[src/hdl/rbq_pkg.sv]
// rbq_pkg: shared types and constants for the reorder block queue
// no dependencies; imported by every module of the block
`timescale 1ns / 1ps
`default_nettype none

package rbq_pkg;

  localparam int POOL_DEPTH = 16;
  localparam int IDX_W      = $clog2(POOL_DEPTH);
  localparam int CNT_W      = $clog2(POOL_DEPTH + 1);
  localparam int CFG_W      = 5;
  localparam int THR_W      = CFG_W + 2;

  localparam logic [CFG_W-1:0] POOL_SIZE_RST    = CFG_W'(16);
  localparam logic [CFG_W-1:0] EVICT_MARGIN_RST = CFG_W'(2);

  // configuration register indexes, selected by paddr[2]
  localparam logic REG_POOL_SIZE    = 1'b0;
  localparam logic REG_EVICT_MARGIN = 1'b1;

  typedef enum logic [2:0] {
    OP_REQUEST = 3'd0,
    OP_READY   = 3'd1,
    OP_RELEASE = 3'd2,
    OP_POP     = 3'd3,
    OP_TOP     = 3'd4,
    OP_RESET   = 3'd5
  } op_t;

  typedef enum logic [1:0] {
    STAT_OK         = 2'd0,
    STAT_NO_FREE    = 2'd1,
    STAT_NOT_QUEUED = 2'd2,
    STAT_EMPTY      = 2'd3
  } status_t;

  typedef enum logic [1:0] {
    BLK_FREE  = 2'd0,
    BLK_INUSE = 2'd1,
    BLK_READY = 2'd2
  } blk_state_t;

  typedef enum logic {
    S_IDLE  = 1'b0,
    S_EVICT = 1'b1
  } fsm_t;

  // control for one queue cell
  typedef struct packed {
    logic             shift;
    logic             load;
    logic [IDX_W-1:0] data;
  } cell_ctl_t;

  typedef struct packed {
    logic             valid;
    logic [IDX_W-1:0] blk;
    status_t          status;
    logic [CNT_W-1:0] evnow;
    logic [CNT_W-1:0] queued;
    logic [CNT_W-1:0] inuse;
    logic [CNT_W-1:0] evtotal;
  } result_t;

endpackage

`default_nettype wire

[src/hdl/rbq_cell.sv]
// rbq_cell: one slot of the in-order queue, shifts toward the head
// depends on rbq_pkg
`timescale 1ns / 1ps
`default_nettype none

module rbq_cell
  import rbq_pkg::*;
(
  input  wire logic             clk,
  input  wire cell_ctl_t        ctl,
  input  wire logic [IDX_W-1:0] next_data,
  output logic      [IDX_W-1:0] data
);

  logic [IDX_W-1:0] data_r;
  logic [IDX_W-1:0] data_nxt;

  always_comb begin
    data_nxt = data_r;
    if (ctl.shift) begin
      data_nxt = next_data;
    end else if (ctl.load) begin
      data_nxt = ctl.data;
    end
  end

  always_ff @(posedge clk) begin
    data_r <= data_nxt;
  end

  assign data = data_r;

endmodule

`default_nettype wire

[src/hdl/rbq_ctrl.sv]
// rbq_ctrl: block tables, counters, eviction sequencer and result register
// depends on rbq_pkg; drives the rbq_cell chain
`timescale 1ns / 1ps
`default_nettype none

module rbq_ctrl
  import rbq_pkg::*;
(
  input  wire logic                 clk,
  input  wire logic                 rst_n,
  input  wire logic [CFG_W-1:0]     pool_size,
  input  wire logic [CFG_W-1:0]     evict_margin,
  input  wire logic                 in_valid,
  output logic                      in_ready,
  input  wire logic [2:0]           in_op,
  input  wire logic [IDX_W-1:0]     in_blk,
  output logic                      out_valid,
  input  wire logic                 out_ready,
  output result_t                   out_res,
  input  wire logic [IDX_W-1:0]     head,
  output cell_ctl_t [POOL_DEPTH-1:0] cell_ctl
);

  fsm_t                         state_r, state_nxt;
  blk_state_t [POOL_DEPTH-1:0]  st_r, st_nxt;
  logic       [POOL_DEPTH-1:0]  q_r, q_nxt;
  logic [CNT_W-1:0]             len_r, len_nxt;
  logic [CNT_W-1:0]             evc_r, evc_nxt;
  logic [CNT_W-1:0]             alloc_r, alloc_nxt;
  logic [CNT_W-1:0]             evnow_r, evnow_nxt;
  logic                         out_valid_r, out_valid_nxt;
  result_t                      out_res_r, out_res_nxt;

  logic [CNT_W-1:0] n;
  logic             head_rdy;
  logic             found;
  logic [IDX_W-1:0] free_idx;
  logic             drop;
  logic             append;
  logic             emit;
  logic             res_valid;
  logic [IDX_W-1:0] res_blk;
  status_t          res_status;
  logic [CNT_W-1:0] res_evnow;
  logic             accept;
  logic             bi_in_range;
  logic             threshold;

  assign n = (pool_size < CFG_W'(POOL_DEPTH)) ? CNT_W'(pool_size) : CNT_W'(POOL_DEPTH);
  assign head_rdy = (len_r != '0) && (st_r[head] == BLK_READY);
  assign bi_in_range = CNT_W'(in_blk) < n;
  assign threshold = (THR_W'(len_r) + THR_W'(evc_r) + THR_W'(evict_margin))
                     >= THR_W'(pool_size);

  assign in_ready = (state_r == S_IDLE) && (!out_valid_r || out_ready);
  assign accept   = in_valid && in_ready;

  // lowest free block that is not still sitting in the queue
  always_comb begin
    found    = 1'b0;
    free_idx = '0;
    for (int i = 0; i < POOL_DEPTH; i++) begin
      if (!found && (CNT_W'(i) < n) && (st_r[i] == BLK_FREE) && !q_r[i]) begin
        found    = 1'b1;
        free_idx = IDX_W'(i);
      end
    end
  end

  always_comb begin
    state_nxt  = state_r;
    st_nxt     = st_r;
    q_nxt      = q_r;
    len_nxt    = len_r;
    evc_nxt    = evc_r;
    alloc_nxt  = alloc_r;
    evnow_nxt  = evnow_r;
    drop       = 1'b0;
    append     = 1'b0;
    emit       = 1'b0;
    res_valid  = 1'b0;
    res_blk    = '0;
    res_status = STAT_OK;
    res_evnow  = '0;

    unique case (state_r)
      S_IDLE: begin
        if (accept) begin
          emit = 1'b1;
          case (in_op)
            OP_REQUEST: begin
              if ((len_r < n) && found) begin
                st_nxt[free_idx] = BLK_INUSE;
                q_nxt[free_idx]  = 1'b1;
                append           = 1'b1;
                len_nxt          = len_r + 1'b1;
                alloc_nxt        = alloc_r + 1'b1;
                res_valid        = 1'b1;
                res_blk          = free_idx;
              end else begin
                res_status = STAT_NO_FREE;
              end
            end
            OP_READY: begin
              if (bi_in_range && q_r[in_blk] && (st_r[in_blk] != BLK_FREE)) begin
                st_nxt[in_blk] = BLK_READY;
              end else begin
                res_status = STAT_NOT_QUEUED;
              end
            end
            OP_RELEASE: begin
              if (bi_in_range && (st_r[in_blk] != BLK_FREE)) begin
                st_nxt[in_blk] = BLK_FREE;
                if (alloc_r != '0) begin
                  alloc_nxt = alloc_r - 1'b1;
                end
              end
            end
            OP_POP: begin
              if (len_r == '0) begin
                res_status = STAT_EMPTY;
              end else if (head_rdy) begin
                res_valid = 1'b1;
                res_blk   = head;
                drop      = 1'b1;
              end else if (threshold) begin
                // result comes out of the eviction walk
                emit      = 1'b0;
                evnow_nxt = '0;
                state_nxt = S_EVICT;
              end else begin
                res_status = STAT_EMPTY;
              end
            end
            OP_TOP: begin
              if (len_r != '0) begin
                res_valid  = 1'b1;
                res_blk    = head;
                res_status = head_rdy ? STAT_OK : STAT_EMPTY;
              end else begin
                res_status = STAT_EMPTY;
              end
            end
            OP_RESET: begin
              st_nxt    = {POOL_DEPTH{BLK_FREE}};
              q_nxt     = '0;
              len_nxt   = '0;
              evc_nxt   = '0;
              alloc_nxt = '0;
            end
            default: begin
            end
          endcase
        end
      end
      S_EVICT: begin
        if ((len_r != '0) && !head_rdy) begin
          drop      = 1'b1;
          evnow_nxt = evnow_r + 1'b1;
          if (evc_r < n) begin
            evc_nxt = evc_r + 1'b1;
          end
        end else begin
          emit      = 1'b1;
          res_evnow = evnow_r;
          state_nxt = S_IDLE;
          if (head_rdy) begin
            res_valid = 1'b1;
            res_blk   = head;
            drop      = 1'b1;
          end else begin
            res_status = STAT_EMPTY;
          end
        end
      end
      default: begin
        state_nxt = S_IDLE;
      end
    endcase

    if (drop) begin
      q_nxt[head] = 1'b0;
      len_nxt     = len_nxt - 1'b1;
    end

    out_valid_nxt = out_valid_r && !out_ready;
    out_res_nxt   = out_res_r;
    if (emit) begin
      out_valid_nxt       = 1'b1;
      out_res_nxt.valid   = res_valid;
      out_res_nxt.blk     = res_blk;
      out_res_nxt.status  = res_status;
      out_res_nxt.evnow   = res_evnow;
      out_res_nxt.queued  = len_nxt;
      out_res_nxt.inuse   = alloc_nxt;
      out_res_nxt.evtotal = evc_nxt;
    end
  end

  // tail write lands on the cell at the current length
  always_comb begin
    for (int i = 0; i < POOL_DEPTH; i++) begin
      cell_ctl[i].shift = drop;
      cell_ctl[i].load  = append && (len_r[IDX_W-1:0] == IDX_W'(i));
      cell_ctl[i].data  = free_idx;
    end
  end

  always_ff @(posedge clk) begin
    if (!rst_n) begin
      state_r     <= S_IDLE;
      st_r        <= {POOL_DEPTH{BLK_FREE}};
      q_r         <= '0;
      len_r       <= '0;
      evc_r       <= '0;
      alloc_r     <= '0;
      evnow_r     <= '0;
      out_valid_r <= 1'b0;
    end else begin
      state_r     <= state_nxt;
      st_r        <= st_nxt;
      q_r         <= q_nxt;
      len_r       <= len_nxt;
      evc_r       <= evc_nxt;
      alloc_r     <= alloc_nxt;
      evnow_r     <= evnow_nxt;
      out_valid_r <= out_valid_nxt;
    end
  end

  always_ff @(posedge clk) begin
    out_res_r <= out_res_nxt;
  end

  assign out_valid = out_valid_r;
  assign out_res   = out_res_r;

endmodule

`default_nettype wire

[src/hdl/reorder_block_queue_unit.sv]
// reorder_block_queue_unit: top level, config registers, control and queue cell chain
// depends on rbq_pkg, rbq_ctrl, rbq_cell
//
//   group   dir   payload
//   in_     in    tdata: opcode, block_index
//   out_    out   tuser: result_valid; tdata: result block, status and counters
//   cfg_    in    pool_size at 0x0, evict_margin at 0x4
//
// most transactions are answered by a result registered at the accepting edge
// a pop that evicts not-ready heads does so in the evict state, one queue shift
// per cycle through the cell chain, then registers its result
// synchronous active-low reset frees every block and empties the queue
// a waiting result does not block the next transaction when out_tready is high
`timescale 1ns / 1ps
`default_nettype none

module reorder_block_queue_unit
  import rbq_pkg::*;
(
  input  wire logic        clk,
  input  wire logic        rst_n,
  input  wire logic        in_tvalid,
  output logic             in_tready,
  input  wire logic [7:0]  in_tdata,   // [2:0] opcode, [6:3] block_index, [7] zero
  output logic             out_tvalid,
  input  wire logic        out_tready,
  output logic [31:0]      out_tdata,  // [3:0] result_block, [5:4] status,
                                       // [10:6] evicted_now, [15:11] queued_count,
                                       // [20:16] inuse_count, [25:21] evicted_total
  output logic             out_tuser,  // [0] result_valid
  input  wire logic        cfg_psel,
  input  wire logic        cfg_penable,
  input  wire logic        cfg_pwrite,
  input  wire logic [2:0]  cfg_paddr,
  input  wire logic [31:0] cfg_pwdata,
  output logic [31:0]      cfg_prdata,
  output logic             cfg_pready
);

  logic [CFG_W-1:0] pool_size_r, pool_size_nxt;
  logic [CFG_W-1:0] evict_margin_r, evict_margin_nxt;
  logic             cfg_wr;

  cell_ctl_t [POOL_DEPTH-1:0] cell_ctl;
  logic [POOL_DEPTH-1:0][IDX_W-1:0] cell_data;
  result_t res;

  assign cfg_pready = 1'b1;
  assign cfg_wr     = cfg_psel && cfg_penable && cfg_pwrite;

  always_comb begin
    pool_size_nxt    = pool_size_r;
    evict_margin_nxt = evict_margin_r;
    if (cfg_wr) begin
      unique case (cfg_paddr[2])
        REG_POOL_SIZE:    pool_size_nxt    = cfg_pwdata[CFG_W-1:0];
        REG_EVICT_MARGIN: evict_margin_nxt = cfg_pwdata[CFG_W-1:0];
        default: begin
        end
      endcase
    end
  end

  always_comb begin
    unique case (cfg_paddr[2])
      REG_POOL_SIZE:    cfg_prdata = 32'(pool_size_r);
      REG_EVICT_MARGIN: cfg_prdata = 32'(evict_margin_r);
      default:          cfg_prdata = '0;
    endcase
  end

  always_ff @(posedge clk) begin
    if (!rst_n) begin
      pool_size_r    <= POOL_SIZE_RST;
      evict_margin_r <= EVICT_MARGIN_RST;
    end else begin
      pool_size_r    <= pool_size_nxt;
      evict_margin_r <= evict_margin_nxt;
    end
  end

  rbq_ctrl u_ctrl (
    .clk          (clk),
    .rst_n        (rst_n),
    .pool_size    (pool_size_r),
    .evict_margin (evict_margin_r),
    .in_valid     (in_tvalid),
    .in_ready     (in_tready),
    .in_op        (in_tdata[2:0]),
    .in_blk       (in_tdata[6:3]),
    .out_valid    (out_tvalid),
    .out_ready    (out_tready),
    .out_res      (res),
    .head         (cell_data[0]),
    .cell_ctl     (cell_ctl)
  );

  // head sits in cell 0; each cell takes its upper neighbor on a shift
  for (genvar g = 0; g < POOL_DEPTH; g++) begin : g_cell
    if (g == POOL_DEPTH - 1) begin : g_last
      rbq_cell u_cell (
        .clk       (clk),
        .ctl       (cell_ctl[g]),
        .next_data ('0),
        .data      (cell_data[g])
      );
    end else begin : g_mid
      rbq_cell u_cell (
        .clk       (clk),
        .ctl       (cell_ctl[g]),
        .next_data (cell_data[g+1]),
        .data      (cell_data[g])
      );
    end
  end

  assign out_tuser = res.valid;
  assign out_tdata = {6'b0, res.evtotal, res.inuse, res.queued, res.evnow,
                      res.status, res.blk};

endmodule

`default_nettype wire
[config.mk]
export PLATFORM = sky130hd
export DESIGN_NAME = reorder_block_queue_unit
export DESIGN_NICKNAME = d
export VERILOG_FILES = /design/src/hdl/rbq_pkg.sv /design/src/hdl/rbq_cell.sv /design/src/hdl/rbq_ctrl.sv /design/src/hdl/reorder_block_queue_unit.sv
export SDC_FILE = /design/constraint.sdc
export NUM_CORES = 1
export LEC_CHECK = 0
export BUFFER_PORTS_ARGS = -buffer_cell sky130_fd_sc_hd__clkbuf_2
export CELL_PAD_IN_SITES_DETAIL_PLACEMENT = 0
export CELL_PAD_IN_SITES_GLOBAL_PLACEMENT = 2
export CORE_MARGIN = 8
export CORE_UTILIZATION = 37
export DETAILED_ROUTE_END_ITERATION = 8
export MAX_ROUTING_LAYER = met4
export PLACE_DENSITY = 0.88
export SETUP_SLACK_MARGIN = 0.3
export SLEW_MARGIN = 20
export SYNTH_ARGS = -nofsm -noshare
export SYNTH_HDL_FRONTEND = slang
export SYNTH_SLANG_ARGS = --single-unit
[constraint.sdc]
create_clock -name clk -period 4.35 [get_ports clk]
set_clock_uncertainty 0.05 [all_clocks]
set_input_delay 0.6525 -clock clk [delete_from_list [all_inputs] [get_ports clk]]
set_output_delay 0.6525 -clock clk [all_outputs]
set_load 0.005 [all_outputs]
**Yosys cells after proc, flatten, opt, wreduce, memory -nomap -nowiden**

Index checks and enable logic that the tools add are counted.

- Bits in latches: 0
- Memory bits (writable): 0
- Logic and storage cells: 439
- Memories: 0
- Bits of input ports: 50
- Flip-flop bits (word level): 171
- ROM bits: 0

- $mul: 0
- Reduce and logical (&&, ||, !) cells: 155
- Mux-type cells: 158
- Shifts and indexed selects: 0
- Eq/ne operators: 30
- Divide/modulo/power cells: 0
- Bitwise logic cells: 13
- Add/subtract/negate cells: 8
- $lt $le $gt $ge: 27

Operators by type and width:

| operator | number |
|---|---|
| 4-bit two-way mux | 44 |
| 32-bit one-hot mux with 4 select lines | 1 |
| 5-bit two-way mux | 20 |
| 32-bit two-way mux | 3 |
| 1-bit logical AND | 77 |
| 16-bit two-way mux | 4 |
| 32-bit one-hot mux with 2 select lines | 1 |
| 16-bit AND | 3 |
| 16-bit NOT | 3 |
| 16-bit bitwise OR | 3 |
| 1-bit two-way mux | 46 |
| 4-bit by 5-bit < comparator with 1-bit output (first input constant) | 8 |
| 1-bit logical NOT | 34 |
| 32-bit AND | 1 |
| 4-bit == test (second input constant) | 8 |
| 2-bit logical NOT | 16 |
| 32-bit NOT | 1 |
| 16-bit one-hot mux with 2 select lines | 1 |
| 2-bit nonzero test | 16 |
| 5-bit one-hot mux with 2 select lines | 3 |
| 2-bit two-way mux | 14 |
| 5-bit by 1-bit adder with 5-bit output (second input constant) | 4 |
| 3-bit by 5-bit < comparator with 1-bit output (first input constant) | 4 |
| 2-bit binary-select mux with 4-bit select | 2 |
| other kinds (41) | 74 |

**Depth between registers and ports, before layout**

Gate-level depths: netlist (run 1).

- Word-level depth: 92
- Depth in mapped cells: 15
- Depth with buffers taken out: 13

**Cells and area by module**

From an unflattened synthesis (run 1), not the netlist that was laid out.

- Cells, all modules: 1,168
- Area, all modules: 11,193.2 um^2

Modules (own cells, without submodules):

| module | area an instance (um^2) | times used | seq. area each (um^2) | cells each |
|---|---|---|---|---|
| rbq_ctrl | 7,698.6 | 1 | 2,212.1 | 939 |
| rbq_cell | 171.4 | 16 | 120.1 | 9 |
| reorder_block_queue_unit | 752.0 | 1 | 200.2 | 85 |

**Worst setup path after synthesis (run 1)**

Ideal clock, no wire load.

- Path kind: reg2reg
- From: register u_ctrl.len_r[0]
- To: register u_ctrl.out_res_r, in the netlist u_ctrl.out_res[0], enable pin
- Data required time: 3,932 ps
- Clock period less this slack: 3,768 ps
- Setup slack: 582 ps
- Cell stages (with the launch flop): 14
- Arrival: 3,351 ps
- Library setup time: 368 ps
- Cell sequence: dfxtp_1 -> ha_1 -> fa_1 -> inv_1 -> fa_1 -> inv_1 -> ha_1 -> a21o_1 -> a21o_1 -> a21o_1 -> a211o_1 -> o21ai_0 -> o21a_1 -> or2_2

- Word-level cells in the longest chain between the ends: 9

Ends and longest elaborated chain:

| element | RTL line | RTL |
|---|---|---|
| from (decl) | rbq_ctrl.sv:27 | `logic [CNT_W-1:0] len_r, len_nxt;` |
| from (signal assigned) | rbq_ctrl.sv:223 | `len_r <= len_nxt;` |
| 5-bit by 5-bit adder with 6-bit output | rbq_ctrl.sv:52 | `assign threshold = (THR_W'(len_r) + THR_W'(evc_r) + THR_W'(evict_margin))` |
| 7-bit by 5-bit adder with 7-bit output | rbq_ctrl.sv:52 |  |
| 7-bit by 5-bit >= comparator with 1-bit output | rbq_ctrl.sv:53 | `>= THR_W'(pool_size);` |
| 1-bit two-way mux | rbq_ctrl.sv:126 | `end else if (threshold) begin` |
| 1-bit two-way mux | rbq_ctrl.sv:122 | `end else if (head_rdy) begin` |
| 1-bit two-way mux | rbq_ctrl.sv:120 | `if (len_r == '0) begin` |
| 1-bit two-way mux | rbq_ctrl.sv:90 | `case (in_op)` |
| 1-bit two-way mux | rbq_ctrl.sv:88 | `if (accept) begin` |
| 1-bit one-hot mux with 2 select lines (*) | rbq_ctrl.sv:86 | `unique case (state_r)` |
| named net u_ctrl.emit | rbq_ctrl.sv:40 | `logic emit;` |
| to (signal assigned) | rbq_ctrl.sv:232 | `out_res_r <= out_res_nxt;` |
| to (decl) | rbq_ctrl.sv:32 | `result_t out_res_r, out_res_nxt;` |

The timed path passes the listed nets; every way through them passes the cells marked *.
A chain may end at the register's enable or synchronous reset.

**Worst setup path in the final report (run 1)**

- From: register u_ctrl.evc_r[0]
- To: register u_ctrl.out_res_r, in the netlist u_ctrl.out_res[2], enable pin

- Word-level cells in the longest chain between the ends: 9

Ends and longest elaborated chain:

| element | RTL line | RTL |
|---|---|---|
| from (decl) | rbq_ctrl.sv:28 | `logic [CNT_W-1:0] evc_r, evc_nxt;` |
| from (signal assigned) | rbq_ctrl.sv:224 | `evc_r <= evc_nxt;` |
| 5-bit by 5-bit adder with 6-bit output | rbq_ctrl.sv:52 |  |
| 7-bit by 5-bit adder with 7-bit output | rbq_ctrl.sv:52 |  |
| 7-bit by 5-bit >= comparator with 1-bit output | rbq_ctrl.sv:53 |  |
| 1-bit two-way mux | rbq_ctrl.sv:126 |  |
| 1-bit two-way mux | rbq_ctrl.sv:122 |  |
| 1-bit two-way mux | rbq_ctrl.sv:120 |  |
| 1-bit two-way mux | rbq_ctrl.sv:90 |  |
| 1-bit two-way mux | rbq_ctrl.sv:88 |  |
| 1-bit one-hot mux with 2 select lines | rbq_ctrl.sv:86 |  |
| named net u_ctrl.emit | rbq_ctrl.sv:40 |  |

The timed path passes the listed nets, and every way through them passes these cells.

==> impl_results.md, run 1 <==
- Status: complete, no violations
- Overflow after GRT: 0
- Vias/cell: 5.84
- Clock network power share: 0.438
- Delay-heaviest family, CP: adder cells
- Total die area: 32900 µm²
- Starting Density: 0.377
- ANT cells: 0
- Area Overhead vs Synth: 13.2%
- Final WS setup: 0.519 ns
- Vias in the first global route: 8481
- Worst path required time: 4.43 ns
- Largest net degree at the start of global routing: 59
- Critical R2R Capture: u_ctrl.out_res[2]
- DP Worst Slack: 0.452 ns
- Worst path max stage delay: 0.51 ns
- Share of cells above drive strength 1: 0.159
- RePlAce Congestion: 0.953
- RR Startpoint: u_ctrl.evc_r[0]
- Endpoint of the worst hold path: g_cell[15].g_last.u_cell.data[2]
- Hold buffers post-CTS: 0
- Worst hold slack: 0.413 ns
- Core Area: 26900 µm²
- Final Hold Violating Endpoints: 0
- Critical Path Most Common Cell: a21o_1
- CP Max Fanout: 20
- TritonRoute pass-1 iters: 6
- Synth Flop Type: edfxtp_1
- Top cell type's share of synthesized area: 0.258
- Clk root buf: clkbuf_16
- Number of flops mapped to enable cells by yosys: 87
- Peak supply drop: 265 µV
- Slew @ Worst Pin: 1.08 ns
- DRC violations left: 0
- Leakage: 4.59 nW
- Seq pwr share: 0.480
- R2R setup slack: 0.52 ns
- FMAX: 261 MHz
- PwrDens: 312 nW/µm²
- Switch Pwr: 989 µW
- CP Buf/Inv Count: 3
- Mean Syn Cell Area: 9.40 µm²
- TritonCTS clock tree: built
- Largest cells by area after synthesis: edfxtp_1 26%, dfxtp_1 17%, ha_1 4.3%
- Chip width: 181 µm
- Minimum clock period: 3.83 ns
- Crit-path cells: ha_1 -> fa_1 -> inv_1 -> fa_1 -> inv_1 -> ha_1 -> a21o_1 -> a21o_1 -> a21o_1 -> a211o_1 -> o21ai_0 -> o21a_1 -> or2_2 -> buf_6
- Hold Crit Start: g_cell[15].g_last.u_cell.data[2]
- # IOs: 118
- Synth warn: 0
- FF+latch count, synth: 171
- Post-DP HPWL: 22.9 mm
- First-pass GRT wire length: 49.6 mm
- Crit path arrival time: 3.91 ns
- CTS Sinks: 171
- Slowest cell on the critical path: fa_1
- Int Pwr: 2.58 mW
- Final WL: 31.8 mm
- Most frequent cells after synthesis: 91 x nand2_1, 87 x edfxtp_1, 84 x dfxtp_1, 84 x o21ai_0, 83 x nor2_1
- Final #Nets: 1228
- # H-tree levels: 4
- Synth Instances: 1077
- CP Launch Type: flip-flop
- Cell Area, Synth: 10100 µm²
- Synth area leader: edfxtp_1
- Initial antenna violation count: 0
- MaxCap Viol Count: 0
- GRT Util Overall: 0.196
- Post-CTS Setup Inserts: 0
- Worst Hold Class: reg2reg
- Total number of vias: 8725
- # setup viols final: 0
- Post-synth ARST share: 0
- Reg clk slew, reported paths: 0.08 ns
- Clock Tree Buf Depth: 2
- Logic pwr share: 0.082
- DRT iter0 DRCs: 848
- Crit. End Element: flip-flop
- Clk_lat worst skew: 0.43 ns
- RSZ-0062 raised after global routing: false
- Crit Path Category: reg2reg
- Post-CTS Resized: 0
- Unique masters post-synth: 89
- Die span in y: 181 µm
- R2R depth: 14
- Hold Path Stages: 2
- Switch share: 0.277
- Port Buffers: 53
- Antenna-violating nets left: 0
- Tcrit/Tclk final: 0.881
- Sequential element share of the synthesized area: 0.424
- Num CTS Buffers: 17
- Most frequent cell after synthesis: nand2_1
- Wire length per cell: 21.3 µm
- Std cell rows: 60
- Slew headroom: 0.280
- Max-slew violation count: 0
- Setup tns final: 0 ns
-- layout make-up --
type | count | area (µm²)
Tap cell | 341 | 427
Fill cell | 2626 | 15400
Inverter | 30 | 113
Timing Repair Buffer | 105 | 672
Sequential cell | 171 | 4290
Clock buffer | 17 | 425
Clock inverter | 15 | 179
Multi-Input combinational cell | 816 | 5350
-- metal layers --
metal	global-route usage	part of all wire	routed length [µm]	vias to the layer above
li1	-	-	-	4065
met2	0.307	0.46	14600	383
met1	0.255	0.44	14100	4212
met5	-	0	0	-
met3	0.0379	0.076	2420	65
met4	0.0567	0.023	741	0
-- sequential cells by signal (all words and copies together), names as in the netlist --
signal and count:
u_ctrl.st_r 32, g_cell.g_mid.u_cell.data 60, u_ctrl.evnow_r 5, u_ctrl.evc_r 5
u_ctrl.len_r 5, u_ctrl.q_r 16, u_ctrl.alloc_r 5, evict_margin_r 5
u_ctrl.state_r 1, g_cell.g_last.u_cell.data 4, pool_size_r 5, u_ctrl.out_valid 1
u_ctrl.out_res 27
-- worst min-delay path: stages, from the launching register on --
cell     delay, ns
dfxtp_1       0.31
nand2_1       0.05
a21oi_1       0.05
-- worst max-delay path by stage --
stage / end / from / slack (ns) / cells past startpoint
after floorplan: u_ctrl.out_res[0] / u_ctrl.len_r[0] / 0.58 / 13
after global placement: u_ctrl.out_res[2] / u_ctrl.evc_r[0] / 0.46 / 14
after detailed placement: u_ctrl.out_res[3] / u_ctrl.evc_r[0] / 0.45 / 14
after CTS: u_ctrl.out_res[2] / u_ctrl.evc_r[0] / 0.44 / 14
after global routing: u_ctrl.out_res[1] / u_ctrl.evc_r[0] / 0.33 / 14
final: u_ctrl.out_res[2] / u_ctrl.evc_r[0] / 0.52 / 14
-- per-stage QoR --
stage	instance area (µm²)	cells	total power [mW]	utilization
detailed placement	10900	1463	2.04	0.404
floorplan	10200	1109	1.94	-
global placement	10900	1463	2.04	0.404
CTS	11500	1495	3.60	0.426
finish	11500	1495	3.57	0.426
global route	11500	1495	3.69	0.426
-- layout by cell type (no fill, tap or decap), types with 30 or more instances in the layout --
cell type	netlist	routed
nand2_1	91	91
edfxtp_1	87	87
o21ai_0	84	84
dfxtp_1	84	84
nor2_1	83	82
a21oi_1	66	65
clkbuf_2	0	53
buf_4	36	50
o21a_1	45	45
a21o_1	43	43
ha_1	35	35
conb_1	2	34
inv_1	30	30
-- cell families after synthesis --
logic type / share of synthesized area
other cells: 0.000742
mux: 0.0463
flops: 0.424
xor+xnor: 0.0104
simple gates: 0.179
compound gates: 0.231
buf+inv: 0.0603
fa+ha+maj: 0.0472
-- power by group through the flow --
stage / logic (mW) / registers [mW] / clock network [mW]
after global routing: 0.312 / 1.72 / 1.66
after CTS: 0.284 / 1.72 / 1.60
after global placement: 0.283 / 1.75 / 0
after floorplan: 0.193 / 1.75 / 0
after detailed placement: 0.283 / 1.75 / 0
final: 0.292 / 1.72 / 1.57
No activity file was read; power rests on OpenSTA's default activity.
==> inputs of run 2 (changes only) <==
- CELL_PAD_IN_SITES_DETAIL_PLACEMENT: 0 -> 1
- HOLD_SLACK_MARGIN: not set -> 0.05
==> run 2 against run 1 <==
Against the previous run:
- core utilization increased by 0.13 points
- routed wire length is 7.8% higher
- worst hold slack gained 0.0032 ns
- combinational power grew 2%
- final area rose by 0.31%
- first-iteration DRC count fell by 12%
- cell count up 0.27%
- non-clock buffer count up 5
- die area did not move
- register-to-register slack got worse by 0.06 ns
- critical path type unchanged
- critical endpoint is now u_ctrl.out_res[0]
- largest power group unchanged
==> impl_results.md, run 2 (synthesis gave the netlist of run 1 again) <==
- Worst Hold Class: in2reg
- Clk root buf: clkbuf_16
- Final Power: 3.59 mW
- Most common cell after layout, fill and taps aside: nand2_1
- Core Area: 26900 µm²
- Crit Path Category: reg2reg
- Total die area: 32900 µm²
- Slowest cell on the critical path: fa_1
- GRT Util Overall: 0.213
- Post-DP HPWL: 24.9 mm
- Std cell rows: 60
- Antenna-violating nets left: 0
- Clock Tree Buf Depth: 2
- Reg clk slew, reported paths: 0.08 ns
- Largest net degree at the start of global routing: 59
- PwrDens: 312 nW/µm²
- # H-tree levels: 4
- First-pass GRT wire length: 53.0 mm
- Final WL: 34.3 mm
- R2R setup slack: 0.46 ns
- Overflow after GRT: 0
- R2R depth: 14
- Critical Path Most Common Cell: a21o_1
- Final #Nets: 1233
- Status: complete, no violations
- Max-slew violation count: 0
- Tcrit/Tclk final: 0.894
- Clk_lat worst skew: 0.45 ns
- Chip width: 181 µm
- ANT cells: 0
- TritonRoute pass-1 iters: 5
- Peak supply drop: 268 µV
- Fill cell count: 3103
- Share of cells above drive strength 1: 0.163
- DP Worst Slack: 0.385 ns
- RePlAce Congestion: 0.953
- # IOs: 118
- Area Overhead vs Synth: 13.6%
- Crit-path cells: ha_1 -> fa_1 -> inv_1 -> fa_1 -> inv_1 -> ha_1 -> a21o_1 -> a21o_1 -> a21o_1 -> a211o_1 -> o21ai_0 -> o21a_1 -> or2_2 -> buf_6
- CP Launch Type: flip-flop
- Worst path required time: 4.43 ns
- TritonCTS clock tree: built
- Most frequent cells in the layout: 91 x nand2_1, 87 x edfxtp_1, 83 x o21ai_0, 83 x dfxtp_1, 82 x nor2_1
- Vias in the first global route: 9129
- Largest register FFs: 60
- Slew @ Worst Pin: 1.09 ns
- Worst path max stage delay: 0.51 ns
- DRC violations left: 0
- Slew headroom: 0.271
- Num CTS Buffers: 17
- CTS Sinks: 171
- # setup viols final: 0
- Total number of vias: 8870
- Vias/cell: 5.92
- FMAX: 257 MHz
- Die span in y: 181 µm
- RR Startpoint: u_ctrl.evc_r[0]
- Wire length per cell: 22.9 µm
- CP Max Fanout: 20
- MaxCap Viol Count: 0
- Hold Path Stages: 3
- Final Hold Violating Endpoints: 0
- Crit path arrival time: 3.97 ns
- Setup tns final: 0 ns
- Critical R2R Capture: u_ctrl.out_res[0]
- RSZ-0062 raised after global routing: false
- Minimum clock period: 3.89 ns
- Crit path from: u_ctrl.evc_r[0]
- Crit. End Element: flip-flop
- Leakage: 4.60 nW
- DRT iter0 DRCs: 745
- Final WS setup: 0.460 ns
- Port Buffers: 53
- Initial antenna violation count: 0
- Worst Setup EP: u_ctrl.out_res[0]
- Starting Density: 0.377
## run 2: critical path: cells and delay by family, from the launching register on
kind	cells	cell delay [ns]
flip-flops	1	0.37
adder cells (fa/ha/maj)	4	1.51
AND/OR/NAND/NOR	1	0.14
buffers and inverters	3	0.31
AO/OA/AOI/OAI	6	1.20
## run 2: how the worst min path moves through the flow
stage,slack [ns],from,endpoint
6_report,0.42,cfg_pwdata[1],evict_margin_r[1]
5_1_grt,0.42,cfg_pwdata[1],evict_margin_r[1]
4_1_cts,0.39,cfg_pwdata[1],evict_margin_r[1]
3_5_place_dp,0.42,u_ctrl.q_r[11],u_ctrl.q_r[11]
3_3_place_gp,0.40,g_cell[15].g_last.u_cell.data[2],g_cell[15].g_last.u_cell.data[2]
2_1_floorplan,0.39,g_cell[15].g_last.u_cell.data[2],g_cell[15].g_last.u_cell.data[2]
## run 2: layer usage
layer / vias up / track usage / share of wire
li1: 4070 / - / -
met3: 68 / 0.0355 / 0.058
met1: 4403 / 0.265 / 0.44
met4: 0 / 0.0725 / 0.026
met5: - / - / 0
met2: 329 / 0.348 / 0.47
## run 2: stage by stage
stage                     hold WS, ns  utilization  area, µm²  instances
after floorplan                 0.387            -      10200       1109
final                           0.416        0.428      11500       1499
after CTS                       0.394        0.426      11500       1494
after global placement          0.400        0.404      10900       1463
after global routing            0.419        0.428      11500       1499
after detailed placement        0.418        0.404      10900       1463
## run 2: layout make-up
cell class,count,area [µm²],area share
Inverter,30,116,0.0101
Sequential cell,171,4300,0.374
Tap cell,341,427,0.0371
Multi-Input combinational cell,816,5350,0.466
Timing Repair Buffer,110,709,0.0617
Clock inverter,14,171,0.0149
Clock buffer,17,425,0.0370
## run 2: repair_timing
| action | in CTS | in global routing |
|---|---|---|
| hold endpoints to repair | 0 | 0 |
| hold buffers | 0 | 0 |
| setup buffers | 0 | 5 |
| setup endpoints to repair | 0 | 49 |
| gates resized for setup | 0 | 4 |
## run 2: where the power goes
group / total, mW / switching (mW) / internal, mW / leakage, nW
combinational: 0.299 / 0.203 / 0.0961 / 2.85
clock: 1.58 / 0.754 / 0.823 / 0.294
sequential: 1.72 / 0.0136 / 1.70 / 1.45
